--- src/design/virtual_gpio_bridge_core_defines.svh ---
// Assertion macros shared by the virtual GPIO bridge modules.
`ifndef VIRTUAL_GPIO_BRIDGE_CORE_DEFINES_SVH
`define VIRTUAL_GPIO_BRIDGE_CORE_DEFINES_SVH
`ifndef SYNTHESIS
`define VGB_ASSERT(lbl, clk, rst_n, prop) \
	lbl: assert property (@(posedge clk) disable iff (!rst_n) prop) \
		else $error("assertion failed");
`define VGB_ASSERT_NEVER(lbl, clk, rst_n, cond) \
	lbl: assert property (@(posedge clk) disable iff (!rst_n) !(cond)) \
		else $error("forbidden condition seen");
`else
`define VGB_ASSERT(lbl, clk, rst_n, prop)
`define VGB_ASSERT_NEVER(lbl, clk, rst_n, cond)
`endif
`endif

--- src/design/vgb_pkg.sv ---
// Types, constants and helper functions of the virtual GPIO bridge.
package vgb_pkg;

	localparam int PIN_COUNT     = 8;
	localparam int PIN_SLOTS     = 8;
	localparam int PIN_W         = 3;
	localparam int CMD_W         = 3;
	localparam int VAL_W         = 10;
	localparam int CHAR_W        = 8;
	localparam int MODES_W       = 16;
	localparam int CNT_W         = 17;
	localparam int APB_ADDR_W    = 4;
	localparam int APB_DATA_W    = 32;

	localparam int ANALOG_RANGE  = 255;
	localparam int RANGE_W       = 10;
	localparam int ANA_SCALE     = 127;
	localparam int ANA_OFFSET    = 2;
	localparam int ANA_LEVEL_MAX = 129;
	localparam int REPORT_BASE   = 128;
	localparam int PROD_W        = VAL_W + $clog2(ANA_SCALE + 1);
	localparam int DIV_SHIFT     = PROD_W;
	localparam int RECIP_W       = DIV_SHIFT + 1;
	localparam int ANA_RECIP     = (1 << DIV_SHIFT) / ANALOG_RANGE;

	localparam logic [CNT_W-1:0] RESET_READY_DELAY  = CNT_W'(2000);
	localparam logic [CNT_W-1:0] RESET_CONN_TIMEOUT = CNT_W'(60000);
	localparam logic [CNT_W-1:0] RESET_IDLE_TIMEOUT = CNT_W'(5000);

	localparam logic [1:0] REG_PIN_MODES    = 2'd0;
	localparam logic [1:0] REG_READY_DELAY  = 2'd1;
	localparam logic [1:0] REG_CONN_TIMEOUT = 2'd2;
	localparam logic [1:0] REG_IDLE_TIMEOUT = 2'd3;

	localparam logic [1:0] MODE_INPUT  = 2'd0;
	localparam logic [1:0] MODE_PULLUP = 2'd1;
	localparam logic [1:0] MODE_OUTPUT = 2'd2;
	localparam logic [1:0] MODE_UNSET  = 2'd3;

	localparam logic [PIN_W-1:0] REP_LAST = PIN_W'(PIN_SLOTS - 1);

	localparam logic [CHAR_W-1:0] CHAR_PRESENCE = 8'h38;
	localparam logic [CHAR_W-1:0] CHAR_ZERO     = 8'h30;
	localparam logic [CHAR_W-1:0] CHAR_ONE      = 8'h31;

	typedef enum logic [CMD_W-1:0] {
		CMD_TICK      = 3'd0,
		CMD_PRESENCE  = 3'd1,
		CMD_REPORT    = 3'd2,
		CMD_SET_INPUT = 3'd3,
		CMD_DIG_WRITE = 3'd4,
		CMD_ANA_WRITE = 3'd5,
		CMD_READ      = 3'd6,
		CMD_RESERVED  = 3'd7
	} cmd_t;

	typedef enum logic [2:0] {
		RM_NONE  = 3'd0,
		RM_IN_LO = 3'd1,
		RM_IN_HI = 3'd2,
		RM_PU_LO = 3'd3,
		RM_PU_HI = 3'd4,
		RM_OUT   = 3'd5,
		RM_UNSET = 3'd6
	} rmode_t;

	typedef enum logic [2:0] {
		ST_IDLE,
		ST_EXEC,
		ST_ANA_MUL,
		ST_ANA_DIV,
		ST_REPORT
	} ctrl_state_t;

	typedef struct packed {
		logic [MODES_W-1:0] pin_modes;
		logic [CNT_W-1:0]   ready_delay;
		logic [CNT_W-1:0]   connect_timeout;
		logic [CNT_W-1:0]   idle_timeout;
	} vgb_cfg_t;

	typedef struct packed {
		logic             take;
		logic             exec;
		logic             ana_mul;
		logic             ana_div;
		logic             emit_report;
		logic [PIN_W-1:0] idx;
	} dp_cmd_t;

	typedef struct packed {
		logic in_valid;
		cmd_t in_cmd;
		logic slot_free;
	} dp_stat_t;

	function automatic logic [1:0] pin_mode(logic [MODES_W-1:0] modes, logic [PIN_W-1:0] p);
		if (int'(p) >= PIN_COUNT) return MODE_UNSET;
		return modes[2*p +: 2];
	endfunction

	function automatic logic [CHAR_W-1:0] rm_char(rmode_t code);
		logic [CHAR_W-1:0] c;
		case (code)
			RM_IN_LO: c = 8'h69;
			RM_IN_HI: c = 8'h49;
			RM_PU_LO: c = 8'h75;
			RM_PU_HI: c = 8'h55;
			RM_OUT:   c = 8'h4F;
			RM_UNSET: c = 8'h58;
			default:  c = '0;
		endcase
		return c;
	endfunction

endpackage

--- src/design/vgb_in_if.sv ---
// Input channel of the bridge: command beats from the host.
interface vgb_in_if;
	import vgb_pkg::*;

	logic             valid;
	logic             ready;
	logic [CMD_W-1:0] command;
	logic [PIN_W-1:0] pin;
	logic [VAL_W-1:0] value;

	modport source (output valid, command, pin, value, input ready);
	modport sink   (input valid, command, pin, value, output ready);
endinterface

--- src/design/vgb_out_if.sv ---
// Output channel of the bridge: result beats to the host.
interface vgb_out_if;
	import vgb_pkg::*;

	logic              valid;
	logic              ready;
	logic              status;
	logic [CHAR_W-1:0] reply_char;
	logic [7:0]        read_value;
	logic              link_ready;
	logic              link_failed;
	logic              last;

	modport source (output valid, status, reply_char, read_value, link_ready, link_failed, last,
		input ready);
	modport sink   (input valid, status, reply_char, read_value, link_ready, link_failed, last,
		output ready);
endinterface

--- src/design/vgb_regs.sv ---
// APB configuration registers of the bridge.
module vgb_regs (
	input  logic                           clk,
	input  logic                           arst_n,
	input  logic                           psel,
	input  logic                           penable,
	input  logic                           pwrite,
	input  logic [vgb_pkg::APB_ADDR_W-1:0] paddr,
	input  logic [vgb_pkg::APB_DATA_W-1:0] pwdata,
	output logic [vgb_pkg::APB_DATA_W-1:0] prdata,
	output logic                           pready,
	output vgb_pkg::vgb_cfg_t              cfg
);
	import vgb_pkg::*;

	vgb_cfg_t   cfg_q;
	logic [1:0] reg_idx;
	logic       wr_en;

	assign reg_idx = paddr[3:2];
	assign wr_en   = psel && penable && pwrite;
	assign pready  = 1'b1;
	assign cfg     = cfg_q;

	always_ff @(posedge clk or negedge arst_n) begin
		if (!arst_n) begin
			cfg_q.pin_modes       <= '0;
			cfg_q.ready_delay     <= RESET_READY_DELAY;
			cfg_q.connect_timeout <= RESET_CONN_TIMEOUT;
			cfg_q.idle_timeout    <= RESET_IDLE_TIMEOUT;
		end else if (wr_en) begin
			unique case (reg_idx)
				REG_PIN_MODES:    cfg_q.pin_modes       <= pwdata[MODES_W-1:0];
				REG_READY_DELAY:  cfg_q.ready_delay     <= pwdata[CNT_W-1:0];
				REG_CONN_TIMEOUT: cfg_q.connect_timeout <= pwdata[CNT_W-1:0];
				REG_IDLE_TIMEOUT: cfg_q.idle_timeout    <= pwdata[CNT_W-1:0];
				default: ;
			endcase
		end
	end

	always_comb begin
		unique case (reg_idx)
			REG_PIN_MODES:    prdata = APB_DATA_W'(cfg_q.pin_modes);
			REG_READY_DELAY:  prdata = APB_DATA_W'(cfg_q.ready_delay);
			REG_CONN_TIMEOUT: prdata = APB_DATA_W'(cfg_q.connect_timeout);
			REG_IDLE_TIMEOUT: prdata = APB_DATA_W'(cfg_q.idle_timeout);
			default:          prdata = '0;
		endcase
	end
endmodule

--- src/design/vgb_ctrl.sv ---
// Sequencer of the bridge: accepts beats and steps the datapath through each command.
`include "virtual_gpio_bridge_core_defines.svh"
module vgb_ctrl (
	input  logic              clk,
	input  logic              arst_n,
	input  vgb_pkg::dp_stat_t stat,
	output vgb_pkg::dp_cmd_t  cmd
);
	import vgb_pkg::*;

	ctrl_state_t      state_q, state_d;
	logic [PIN_W-1:0] k_q;

	always_comb begin
		state_d = state_q;
		unique case (state_q)
			ST_IDLE: begin
				if (stat.in_valid) begin
					unique case (stat.in_cmd)
						CMD_ANA_WRITE: state_d = ST_ANA_MUL;
						CMD_REPORT:    state_d = ST_REPORT;
						default:       state_d = ST_EXEC;
					endcase
				end
			end
			ST_ANA_MUL: state_d = ST_ANA_DIV;
			ST_ANA_DIV: state_d = ST_EXEC;
			ST_EXEC: begin
				if (stat.slot_free) state_d = ST_IDLE;
			end
			ST_REPORT: begin
				if (stat.slot_free && k_q == REP_LAST) state_d = ST_IDLE;
			end
			default: state_d = ST_IDLE;
		endcase
	end

	always_comb begin
		cmd     = '0;
		cmd.idx = k_q;
		unique case (state_q)
			ST_IDLE:    cmd.take        = 1'b1;
			ST_ANA_MUL: cmd.ana_mul     = 1'b1;
			ST_ANA_DIV: cmd.ana_div     = 1'b1;
			ST_EXEC:    cmd.exec        = stat.slot_free;
			ST_REPORT:  cmd.emit_report = stat.slot_free;
			default:    cmd.take        = 1'b0;
		endcase
	end

	always_ff @(posedge clk or negedge arst_n) begin
		if (!arst_n) begin
			state_q <= ST_IDLE;
			k_q     <= '0;
		end else begin
			state_q <= state_d;
			// advance one pin per report beat; wraps back to pin zero after the last
			if (cmd.emit_report) k_q <= k_q + PIN_W'(1);
		end
	end

	`VGB_ASSERT(a_report_start, clk, arst_n, state_q == ST_IDLE && stat.in_valid && stat.in_cmd == CMD_REPORT |=> state_q == ST_REPORT && k_q == '0)
	`VGB_ASSERT(a_report_end, clk, arst_n, state_q == ST_REPORT && stat.slot_free && k_q == REP_LAST |=> state_q == ST_IDLE)
	`VGB_ASSERT(a_analog_seq, clk, arst_n, state_q == ST_ANA_MUL |=> state_q == ST_ANA_DIV ##1 state_q == ST_EXEC)
endmodule

--- src/design/vgb_datapath.sv ---
// Datapath of the bridge: pin state, watchdog, analog scaling and the result register.
`include "virtual_gpio_bridge_core_defines.svh"
module vgb_datapath (
	input  logic              clk,
	input  logic              arst_n,
	input  vgb_pkg::vgb_cfg_t cfg,
	input  vgb_pkg::dp_cmd_t  cmd,
	output vgb_pkg::dp_stat_t stat,
	vgb_in_if.sink            in_ch,
	vgb_out_if.source         out_ch
);
	import vgb_pkg::*;

	localparam int MULW = PROD_W + RECIP_W;
	localparam int BACKW = PROD_W + RANGE_W;

	// latched command beat
	cmd_t             cmd_q;
	logic [PIN_W-1:0] pin_q;
	logic [VAL_W-1:0] val_q;

	// analog scaling pipeline
	logic [PROD_W-1:0] prod_q;
	logic [PROD_W-1:0] qe_q;
	logic [MULW-1:0]   recip_prod;
	logic [BACKW-1:0]  back_prod;
	logic [PROD_W-1:0] rem;
	logic [PROD_W-1:0] q_fix;
	logic [PROD_W:0]   level;

	// pin and link state
	logic [PIN_SLOTS-1:0] input_bits_q, input_bits_d;
	logic [7:0]           output_values_q [PIN_SLOTS];
	logic [7:0]           output_values_d [PIN_SLOTS];
	rmode_t               reported_q [PIN_SLOTS];
	rmode_t               reported_d [PIN_SLOTS];
	logic                 active_q, active_d;
	logic                 stage_one_q, stage_one_d;
	logic                 stage_two_q, stage_two_d;
	logic                 failed_q, failed_d;
	logic [CNT_W-1:0]     start_q, start_d;
	logic [CNT_W-1:0]     act_q, act_d;

	// watchdog step
	logic             wd_active, wd_s1, wd_s2, wd_fail;
	logic [CNT_W-1:0] wd_start, wd_act;

	// pin lookup
	logic [PIN_W-1:0] rd_idx;
	logic             pin_ok;
	logic [1:0]       mode_cur;
	logic             in_bit;
	logic [7:0]       out_val;
	rmode_t           code;

	// result register
	logic              out_load;
	logic              slot_free;
	logic              o_status;
	logic [CHAR_W-1:0] o_char;
	logic [7:0]        o_rval;
	logic              o_last;
	logic              out_valid_q;
	logic              status_q;
	logic [CHAR_W-1:0] char_q;
	logic [7:0]        rval_q;
	logic              ready_q;
	logic              failed_out_q;
	logic              last_q;

	assign slot_free      = !out_valid_q || out_ch.ready;
	assign in_ch.ready    = cmd.take;
	assign stat.in_valid  = in_ch.valid;
	assign stat.in_cmd    = cmd_t'(in_ch.command);
	assign stat.slot_free = slot_free;

	assign out_ch.valid       = out_valid_q;
	assign out_ch.status      = status_q;
	assign out_ch.reply_char  = char_q;
	assign out_ch.read_value  = rval_q;
	assign out_ch.link_ready  = ready_q;
	assign out_ch.link_failed = failed_out_q;
	assign out_ch.last        = last_q;

	// quotient estimate is low by at most one; one compare fixes it
	assign recip_prod = MULW'(prod_q) * MULW'(ANA_RECIP);
	assign back_prod  = BACKW'(qe_q) * BACKW'(ANALOG_RANGE);
	assign rem        = prod_q - back_prod[PROD_W-1:0];
	assign q_fix      = qe_q + PROD_W'(rem >= PROD_W'(ANALOG_RANGE));
	assign level      = (PROD_W+1)'(q_fix) + (PROD_W+1)'(ANA_OFFSET);

	assign rd_idx   = cmd.emit_report ? cmd.idx : pin_q;
	assign pin_ok   = int'(rd_idx) < PIN_COUNT;
	assign mode_cur = pin_mode(cfg.pin_modes, rd_idx);
	assign in_bit   = input_bits_q[rd_idx];
	assign out_val  = output_values_q[rd_idx];

	always_comb begin
		case (mode_cur)
			MODE_INPUT:  code = in_bit ? RM_IN_HI : RM_IN_LO;
			MODE_PULLUP: code = in_bit ? RM_PU_HI : RM_PU_LO;
			MODE_OUTPUT: code = RM_OUT;
			default:     code = RM_UNSET;
		endcase
	end

	always_comb begin
		wd_start  = (&start_q) ? start_q : start_q + CNT_W'(1);
		wd_act    = (&act_q) ? act_q : act_q + CNT_W'(1);
		wd_active = active_q;
		wd_s1     = stage_one_q;
		wd_s2     = stage_two_q;
		wd_fail   = failed_q;
		// a failed link holds until reset
		if (!failed_q) begin
			if (active_q && !wd_s1) begin
				wd_start = '0;
				wd_s1    = 1'b1;
			end
			if (wd_s1 && !wd_s2 && wd_start > cfg.ready_delay) wd_s2 = 1'b1;
			if (!wd_s1 && !wd_s2 && wd_start > cfg.connect_timeout) wd_fail = 1'b1;
			if (wd_s2 && wd_act > cfg.idle_timeout) begin
				wd_start  = '0;
				wd_act    = '0;
				wd_active = 1'b0;
				wd_s1     = 1'b0;
				wd_s2     = 1'b0;
			end
		end
	end

	always_comb begin
		input_bits_d    = input_bits_q;
		output_values_d = output_values_q;
		reported_d      = reported_q;
		active_d        = active_q;
		stage_one_d     = stage_one_q;
		stage_two_d     = stage_two_q;
		failed_d        = failed_q;
		start_d         = start_q;
		act_d           = act_q;
		out_load        = 1'b0;
		o_status        = 1'b0;
		o_char          = '0;
		o_rval          = '0;
		o_last          = 1'b1;

		if (cmd.exec) begin
			out_load = 1'b1;
			case (cmd_q)
				CMD_TICK: begin
					active_d    = wd_active;
					stage_one_d = wd_s1;
					stage_two_d = wd_s2;
					failed_d    = wd_fail;
					start_d     = wd_start;
					act_d       = wd_act;
				end
				CMD_PRESENCE: begin
					o_char   = CHAR_PRESENCE;
					active_d = 1'b1;
					act_d    = '0;
				end
				CMD_SET_INPUT: begin
					if (pin_ok) begin
						if (val_q <= VAL_W'(1)) input_bits_d[rd_idx] = val_q[0];
						else o_status = 1'b1;
						active_d = 1'b1;
						act_d    = '0;
					end
				end
				CMD_DIG_WRITE: begin
					if (pin_ok) output_values_d[rd_idx] = (val_q > VAL_W'(255)) ? 8'hFF : val_q[7:0];
				end
				CMD_ANA_WRITE: begin
					if (pin_ok && level <= (PROD_W+1)'(ANA_LEVEL_MAX))
						output_values_d[rd_idx] = level[7:0];
				end
				CMD_READ: begin
					if (stage_two_q && pin_ok) begin
						if (mode_cur == MODE_INPUT || mode_cur == MODE_PULLUP)
							o_rval = {7'b0, in_bit};
						else
							o_rval = out_val;
					end
				end
				default: ;
			endcase
		end else if (cmd.emit_report) begin
			out_load = 1'b1;
			o_last   = (cmd.idx == REP_LAST);
			active_d = 1'b1;
			act_d    = '0;
			if (reported_q[rd_idx] != code) begin
				o_char = rm_char(code);
				if (pin_ok) reported_d[rd_idx] = code;
			end else if (code == RM_OUT) begin
				if (out_val == 8'd0) o_char = CHAR_ZERO;
				else if (out_val == 8'd1) o_char = CHAR_ONE;
				else o_char = out_val - 8'(ANA_OFFSET) + 8'(REPORT_BASE);
			end else begin
				o_char = rm_char(code);
			end
		end
	end

	always_ff @(posedge clk) begin
		if (cmd.take && in_ch.valid) begin
			cmd_q <= cmd_t'(in_ch.command);
			pin_q <= in_ch.pin;
			val_q <= in_ch.value;
		end
		if (cmd.ana_mul) prod_q <= PROD_W'(val_q) * PROD_W'(ANA_SCALE);
		if (cmd.ana_div) qe_q <= PROD_W'(recip_prod >> DIV_SHIFT);
		if (out_load) begin
			status_q     <= o_status;
			char_q       <= o_char;
			rval_q       <= o_rval;
			ready_q      <= stage_two_d;
			failed_out_q <= failed_d;
			last_q       <= o_last;
		end
	end

	always_ff @(posedge clk or negedge arst_n) begin
		if (!arst_n) begin
			input_bits_q <= '0;
			for (int i = 0; i < PIN_SLOTS; i++) begin
				output_values_q[i] <= '0;
				reported_q[i]      <= RM_NONE;
			end
			active_q    <= 1'b0;
			stage_one_q <= 1'b0;
			stage_two_q <= 1'b0;
			failed_q    <= 1'b0;
			start_q     <= '0;
			act_q       <= '0;
			out_valid_q <= 1'b0;
		end else begin
			input_bits_q    <= input_bits_d;
			output_values_q <= output_values_d;
			reported_q      <= reported_d;
			active_q        <= active_d;
			stage_one_q     <= stage_one_d;
			stage_two_q     <= stage_two_d;
			failed_q        <= failed_d;
			start_q         <= start_d;
			act_q           <= act_d;
			// hold the beat until taken
			if (out_load) out_valid_q <= 1'b1;
			else if (out_ch.ready) out_valid_q <= 1'b0;
		end
	end

	`VGB_ASSERT(a_ready_needs_start, clk, arst_n, stage_two_q |-> stage_one_q)
	`VGB_ASSERT(a_failed_is_down, clk, arst_n, failed_q |-> !stage_one_q && !stage_two_q)
	`VGB_ASSERT_NEVER(a_load_when_full, clk, arst_n, out_load && !slot_free)
endmodule

--- src/design/virtual_gpio_bridge_core.sv ---
// Virtual GPIO bridge core: eight virtual pins, link watchdog and report walker.
// A beat is taken in the idle state; a single-result command then passes through the execute state,
// an analog write first through two registered multiply steps of the scaler (multiply, then divide),
// and a state report gives one beat per pin; a held result register stalls each of them.
// Reset is asynchronous and active low; it clears all pin and link state at once and
// loads the configuration registers with their defaults.
module virtual_gpio_bridge_core (
	input  logic                           clk,
	input  logic                           arst_n,
	vgb_in_if.sink                         in_ch,
	vgb_out_if.source                      out_ch,
	input  logic                           psel,
	input  logic                           penable,
	input  logic                           pwrite,
	input  logic [vgb_pkg::APB_ADDR_W-1:0] paddr,
	input  logic [vgb_pkg::APB_DATA_W-1:0] pwdata,
	output logic [vgb_pkg::APB_DATA_W-1:0] prdata,
	output logic                           pready
);
	import vgb_pkg::*;

	vgb_cfg_t cfg;
	dp_cmd_t  dp_cmd;
	dp_stat_t dp_stat;

	vgb_regs u_regs (
		.clk     (clk),
		.arst_n  (arst_n),
		.psel    (psel),
		.penable (penable),
		.pwrite  (pwrite),
		.paddr   (paddr),
		.pwdata  (pwdata),
		.prdata  (prdata),
		.pready  (pready),
		.cfg     (cfg)
	);

	vgb_ctrl u_ctrl (
		.clk    (clk),
		.arst_n (arst_n),
		.stat   (dp_stat),
		.cmd    (dp_cmd)
	);

	vgb_datapath u_datapath (
		.clk    (clk),
		.arst_n (arst_n),
		.cfg    (cfg),
		.cmd    (dp_cmd),
		.stat   (dp_stat),
		.in_ch  (in_ch),
		.out_ch (out_ch)
	);
endmodule

--- src/flat_wrapper.sv ---
// flat-port wrapper written by rule: the top's interface ports become plain ports
module virtual_gpio_bridge_core_flat import vgb_pkg::*;
  (clk, arst_n, psel, penable, pwrite, paddr, pwdata, prdata, pready, in_ch_valid, in_ch_command, in_ch_pin, in_ch_value, in_ch_ready, out_ch_valid, out_ch_status, out_ch_reply_char, out_ch_read_value, out_ch_link_ready, out_ch_link_failed, out_ch_last, out_ch_ready);
  vgb_in_if in_ch_i ();
  vgb_out_if out_ch_i ();
  input  logic clk;
  input  logic arst_n;
  input  logic psel;
  input  logic penable;
  input  logic pwrite;
  input  logic [vgb_pkg::APB_ADDR_W-1:0] paddr;
  input  logic [vgb_pkg::APB_DATA_W-1:0] pwdata;
  output logic [vgb_pkg::APB_DATA_W-1:0] prdata;
  output logic pready;
  input wire logic [$bits(in_ch_i.valid)-1:0] in_ch_valid;
  input wire logic [$bits(in_ch_i.command)-1:0] in_ch_command;
  input wire logic [$bits(in_ch_i.pin)-1:0] in_ch_pin;
  input wire logic [$bits(in_ch_i.value)-1:0] in_ch_value;
  output wire logic [$bits(in_ch_i.ready)-1:0] in_ch_ready;
  output wire logic [$bits(out_ch_i.valid)-1:0] out_ch_valid;
  output wire logic [$bits(out_ch_i.status)-1:0] out_ch_status;
  output wire logic [$bits(out_ch_i.reply_char)-1:0] out_ch_reply_char;
  output wire logic [$bits(out_ch_i.read_value)-1:0] out_ch_read_value;
  output wire logic [$bits(out_ch_i.link_ready)-1:0] out_ch_link_ready;
  output wire logic [$bits(out_ch_i.link_failed)-1:0] out_ch_link_failed;
  output wire logic [$bits(out_ch_i.last)-1:0] out_ch_last;
  input wire logic [$bits(out_ch_i.ready)-1:0] out_ch_ready;
  assign in_ch_i.valid = in_ch_valid;
  assign in_ch_i.command = in_ch_command;
  assign in_ch_i.pin = in_ch_pin;
  assign in_ch_i.value = in_ch_value;
  assign in_ch_ready = in_ch_i.ready;
  assign out_ch_valid = out_ch_i.valid;
  assign out_ch_status = out_ch_i.status;
  assign out_ch_reply_char = out_ch_i.reply_char;
  assign out_ch_read_value = out_ch_i.read_value;
  assign out_ch_link_ready = out_ch_i.link_ready;
  assign out_ch_link_failed = out_ch_i.link_failed;
  assign out_ch_last = out_ch_i.last;
  assign out_ch_i.ready = out_ch_ready;
  virtual_gpio_bridge_core u_core (.clk(clk), .arst_n(arst_n), .in_ch(in_ch_i), .out_ch(out_ch_i), .psel(psel), .penable(penable), .pwrite(pwrite), .paddr(paddr), .pwdata(pwdata), .prdata(prdata), .pready(pready));
endmodule
--- config.mk ---
export PLATFORM = sky130hd
export DESIGN_NAME = virtual_gpio_bridge_core_flat
export DESIGN_NICKNAME = d
export VERILOG_FILES = /design/src/design/vgb_pkg.sv /design/src/design/vgb_in_if.sv /design/src/design/vgb_out_if.sv /design/src/design/vgb_regs.sv /design/src/design/vgb_ctrl.sv /design/src/design/vgb_datapath.sv /design/src/design/virtual_gpio_bridge_core.sv /design/src/flat_wrapper.sv
export VERILOG_INCLUDE_DIRS = /design/src /design/src/design
export SDC_FILE = /design/constraint.sdc
export NUM_CORES = 1
export LEC_CHECK = 0
export ABC_AREA = 1
export BUFFER_PORTS_ARGS = -buffer_cell sky130_fd_sc_hd__buf_2
export CORE_MARGIN = 2
export CORE_UTILIZATION = 50
export CTS_CLUSTER_SIZE = 8
export DETAILED_ROUTE_END_ITERATION = 10
export PLACE_DENSITY = 0.67
export SLEW_MARGIN = 5
export SYNTH_ARGS = -nofsm -noshare
export SYNTH_HDL_FRONTEND = slang
export SYNTH_SLANG_ARGS = --single-unit
--- constraint.sdc ---
create_clock -name clk -period 11.2 [get_ports clk]
set_clock_uncertainty 0.2 [all_clocks]
set_input_delay 3.36 -clock clk [delete_from_list [all_inputs] [get_ports clk]]
set_output_delay 3.36 -clock clk [all_outputs]
set_load 0.05 [all_outputs]
==> results.md <==
* Worst path most repeated cell: buf_2
* Chip height at 202.5 um
* Tot Pwr at 7.478 mW
* Min cycle time layout at 8.348 ns
* CTS Hold Bufs at 0
* Sequential cell area at 7119 sq um
* Avg Cell Area, Syn at 8.274 sq um
* Synth Register Bits at 271
* CP startpoint: paddr[2]
* Top delay family on crit path: compound AO/OA/AOI/OAI gates
* Clk sinks at 271
* Worst setup path end: prdata[9]
* Slowest Stage Delay on Critical Path at 0.52 ns
* Worst Reg-to-Reg Cells at 30
* Warnings from Yosys at 0
* CP Buf/Inv Count at 2
* Period utilization at 74.54%
* Layout cell share with drive strength beyond 1 at 8.488%
* Final slew viol count at 0
* Routed wire length at 48,560 um
* Post-route setup slack at 2.852 ns
* Area contributors post-synth: dfrtp_1 (24%), nand2_1 (12%), ha_1 (11%)
* Critical path type: input port to output port
* DR vias at 15,670
* Cts repair resizes at 0
* First-pass GRT wire length at 79,720 um
* Fillcell total at 3,534
* Pleak at 10.69 nW
* Status: completed
* Post-Synthesis Cells at 2,380
* CP Launch Type: input port
* Worst Tran Pin Value at 1.139 ns
* Core box area at 38,740 sq um
* WP depth at 4
* Sequential-to-total area share from yosys stat at 36.15%
* Ys flop type: dfrtp_1
* Antenna Violating Nets Remaining at 0
* Max Cap Violations at 0
* Clk network pwr share at 14.9%
* Total track usage at 24.42%
* Most frequent cells in the layout: nand2_1 (626), inv_1 (375), o21ai_0 (201)
* H-tree levels at 2
* Synth async-reset ratio at 76.75%
* Diode count at 0
* Sw Ratio at 48.35%
* Initial Util at 50.84%
* Post-synthesis instance area at 19,690 sq um
* CTS tree: yes
* Largest net degree at the start of global routing at 82
* Final number of setup-violating endpoints at 0
* Post-CTS setup buffers at 0
* Pre-antenna DRT Iters at 6
* Die area at 40,990 sq um
* Multi-input gate area at 10,760 sq um
* Post-synthesis cell type count at 59
* Relative slew slack at 23.76%
* Max rail drop VDD at 0.2674 mV
* Worst endpoint required time at 7.64 ns
* Die Span X at 202.5 um
* Logic pwr share at 63.0%
* Dpl ws at 2.754 ns
* CP cell instances: buf_2, nand2_1, o2111ai_1, buf_2
* CTS Root Cell: clkbuf_16
* Pint at 3.863 mW
* Starting DRT DRC Count at 1,141
* Share of total power in sequential cells at 22.1%
* Buffers on Ports at 80
* Largest area contributor in the netlist: dfrtp_1
* Setup crit end kind: output port
* Clock Path Buffers at 3
* Vias per std cell at 5.236
* Layout area overhead at 9.556%
* FF-to-FF End: u_core.u_datapath.output_values_q[31]$_DFFE_PN0P_
* Commonest non-fill, non-tap cell in the layout: nand2_1
* Top-area cell type share of the netlist area at 24.14%
* Worst-Skew Late Latency at 0.56 ns
* Clk slew on worst S/H paths at 0.05 ns
* DRC Markers at 0
* R2R Path Start: u_core.u_datapath.qe_q[4]$_DFFE_PP_
* Count of flip-flops with a built-in enable after synthesis at 63
* Gr ovfl total at 0
* Initial antenna violation count at 0
* Final Hold Vio Count at 0
* Ports at 114
* Inserted Clock Buffers at 40
* Unrepaired setup endpoints after global routing: no
* Post-DP HPWL at 36,040 um
* Final TNS setup at 0 ns
* Vias in the first global route at 15,240
* Layout Nets at 2,775
* Critical path's slowest cell: o2111ai_1
* Sw power at 3.616 mW
* Rows at 72
* WL/cell at 16.23 um
* Fmax at 0.1198 GHz
* Max FO, Critical Path at 17
* Hold Path Class: flip-flop to flip-flop
* R2R Setup Slk at 3.60 ns
* Power Dens Cells at 346.6 nW/um^2
* Arr. time, crit path at 4.79 ns
* GPL Wtd Cong at 0.8994
==> power by group through the flow <==
stage	Sequential [mW]	Clock [mW]	Combinational, mW
after floorplan	1.69	0	3.67
after global placement	1.65	0	4.56
after detailed placement	1.66	0	4.69
after CTS	1.65	1.13	4.72
after global routing	1.68	1.18	5.46
final	1.65	1.11	4.71
==> how the worst min path moves through the flow <==
stage | from | to | slack, ns | depth (start not counted)
5_1_grt | u_core.u_datapath.output_values_q[61]$_DFFE_PN0P_ | u_core.u_datapath.output_values_q[61]$_DFFE_PN0P_ | 0.30 | 1
2_1_floorplan | u_core.u_datapath.reported_q[0]$_DFFE_PN0P_ | u_core.u_datapath.reported_q[0]$_DFFE_PN0P_ | 0.25 | 2
4_1_cts | u_core.u_datapath.output_values_q[52]$_DFFE_PN0P_ | u_core.u_datapath.output_values_q[52]$_DFFE_PN0P_ | 0.28 | 2
6_report | u_core.u_datapath.reported_q[3]$_DFFE_PN0P_ | u_core.u_datapath.reported_q[3]$_DFFE_PN0P_ | 0.28 | 2
3_5_place_dp | u_core.u_datapath.output_values_q[6]$_DFFE_PN0P_ | u_core.u_datapath.output_values_q[6]$_DFFE_PN0P_ | 0.27 | 2
3_3_place_gp | u_core.u_datapath.reported_q[5]$_DFFE_PN0P_ | u_core.u_datapath.reported_q[5]$_DFFE_PN0P_ | 0.27 | 2
==> per-stage QoR <==
| step | cells | instance area, sq um | util (%) | hold slack [ns] |
|---|---|---|---|---|
| 2_1_floorplan | 2394 | 19750 | - | 0.2530 |
| 3_3_place_gp | 2928 | 20440 | 52.78 | 0.2662 |
| 3_5_place_dp | 2928 | 20440 | 52.78 | 0.2728 |
| 4_1_cts | 2992 | 21570 | 55.69 | 0.2849 |
| 5_1_grt | 2992 | 21570 | 55.69 | 0.2979 |
| 6_report | 2992 | 21570 | 55.69 | 0.2811 |
==> routing by layer <==
metal / vias up / global-route usage (%) / routed length, um
li1: 7737 / - / -
met1: 7380 / 34.65 / 22070
met2: 459 / 38.89 / 22220
met3: 89 / 3.435 / 2977
met4: 0 / 7.690 / 1292
met5: - / 0 / 0
==> layout make-up <==
type                            count  share of cell area [%]
Tap cell                          518                   3.004
Sequential cell                   271                   33.00
Multi-Input combinational cell   1667                   49.89
Clock inverter                      4                  0.2494
Clock buffer                       60                   4.988
Inverter                          383                   6.664
Timing Repair Buffer               89                   2.210
==> sequential cells by signal, indices dropped and copies added, names as in the netlist <==
| name | count |
|---|---|
| u_core.u_datapath.reported_q | 24 |
| u_core.u_ctrl.k_q | 3 |
| u_core.u_datapath.out_ch.status | 1 |
| u_core.u_datapath.act_q | 17 |
| u_core.u_datapath.out_ch.last | 1 |
| u_core.u_datapath.stage_one_q | 1 |
| u_core.u_datapath.out_ch.valid | 1 |
| u_core.u_datapath.input_bits_q | 8 |
| u_core.u_ctrl.state_q | 3 |
| u_core.u_datapath.stage_two_q | 1 |
| u_core.u_datapath.qe_q | 10 |
| u_core.u_datapath.out_ch.link_ready | 1 |
| u_core.u_datapath.out_ch.reply_char | 8 |
| u_core.u_datapath.active_q | 1 |
| u_core.u_datapath.val_q | 10 |
| u_core.u_regs.cfg | 67 |
| u_core.u_datapath.failed_q | 1 |
| u_core.u_datapath.prod_q | 17 |
| u_core.u_datapath.pin_q | 3 |
| u_core.u_datapath.output_values_q | 64 |
| u_core.u_datapath.start_q | 17 |
| u_core.u_datapath.out_ch.link_failed | 1 |
| u_core.u_datapath.cmd_q | 3 |
| u_core.u_datapath.out_ch.read_value | 8 |
==> worst min-delay path: cells and delay by family (launching register included) <==
| family | cells | cell delay (ns) |
|---|---|---|
| AOI/OAI and AO/OA | 1 | 0.06 |
| and+or+nand+nor | 1 | 0.05 |
| DFF | 1 | 0.34 |
==> cells in the mapped netlist, drive strengths merged, types with 6 or more instances <==
cell type and count:
nand3 97, o21a 12, nand2 651, nand4 21, edfxtp 63, dfstp 18, o21bai 6, ha 180
a31oi 9, a21oi 80, nor3 32, clkbuf 36, o21ai 226, xnor2 13, xor2 55, nor2 130
inv 382, o2111ai 16, buf 37, dfrtp 190, fa 84
==> cell families (layout without fill, tap and decap cells) <==
group | count (synthesis) | in the layout | synth area share (%)
AND/OR/NAND/NOR | 944 | 944 | 20.83
buffers and inverters | 456 | 536 | 9.499
AO/OA/AOI/OAI | 374 | 374 | 10.43
flip-flops | 271 | 271 | 36.15
adder cells (fa/ha/maj) | 264 | 264 | 19.98
XOR/XNOR | 68 | 68 | 3.024
other | 2 | 16 | 0.03814
multiplexers | 1 | 1 | 0.05083
Note: power is estimated with default switching activity, not from simulation.
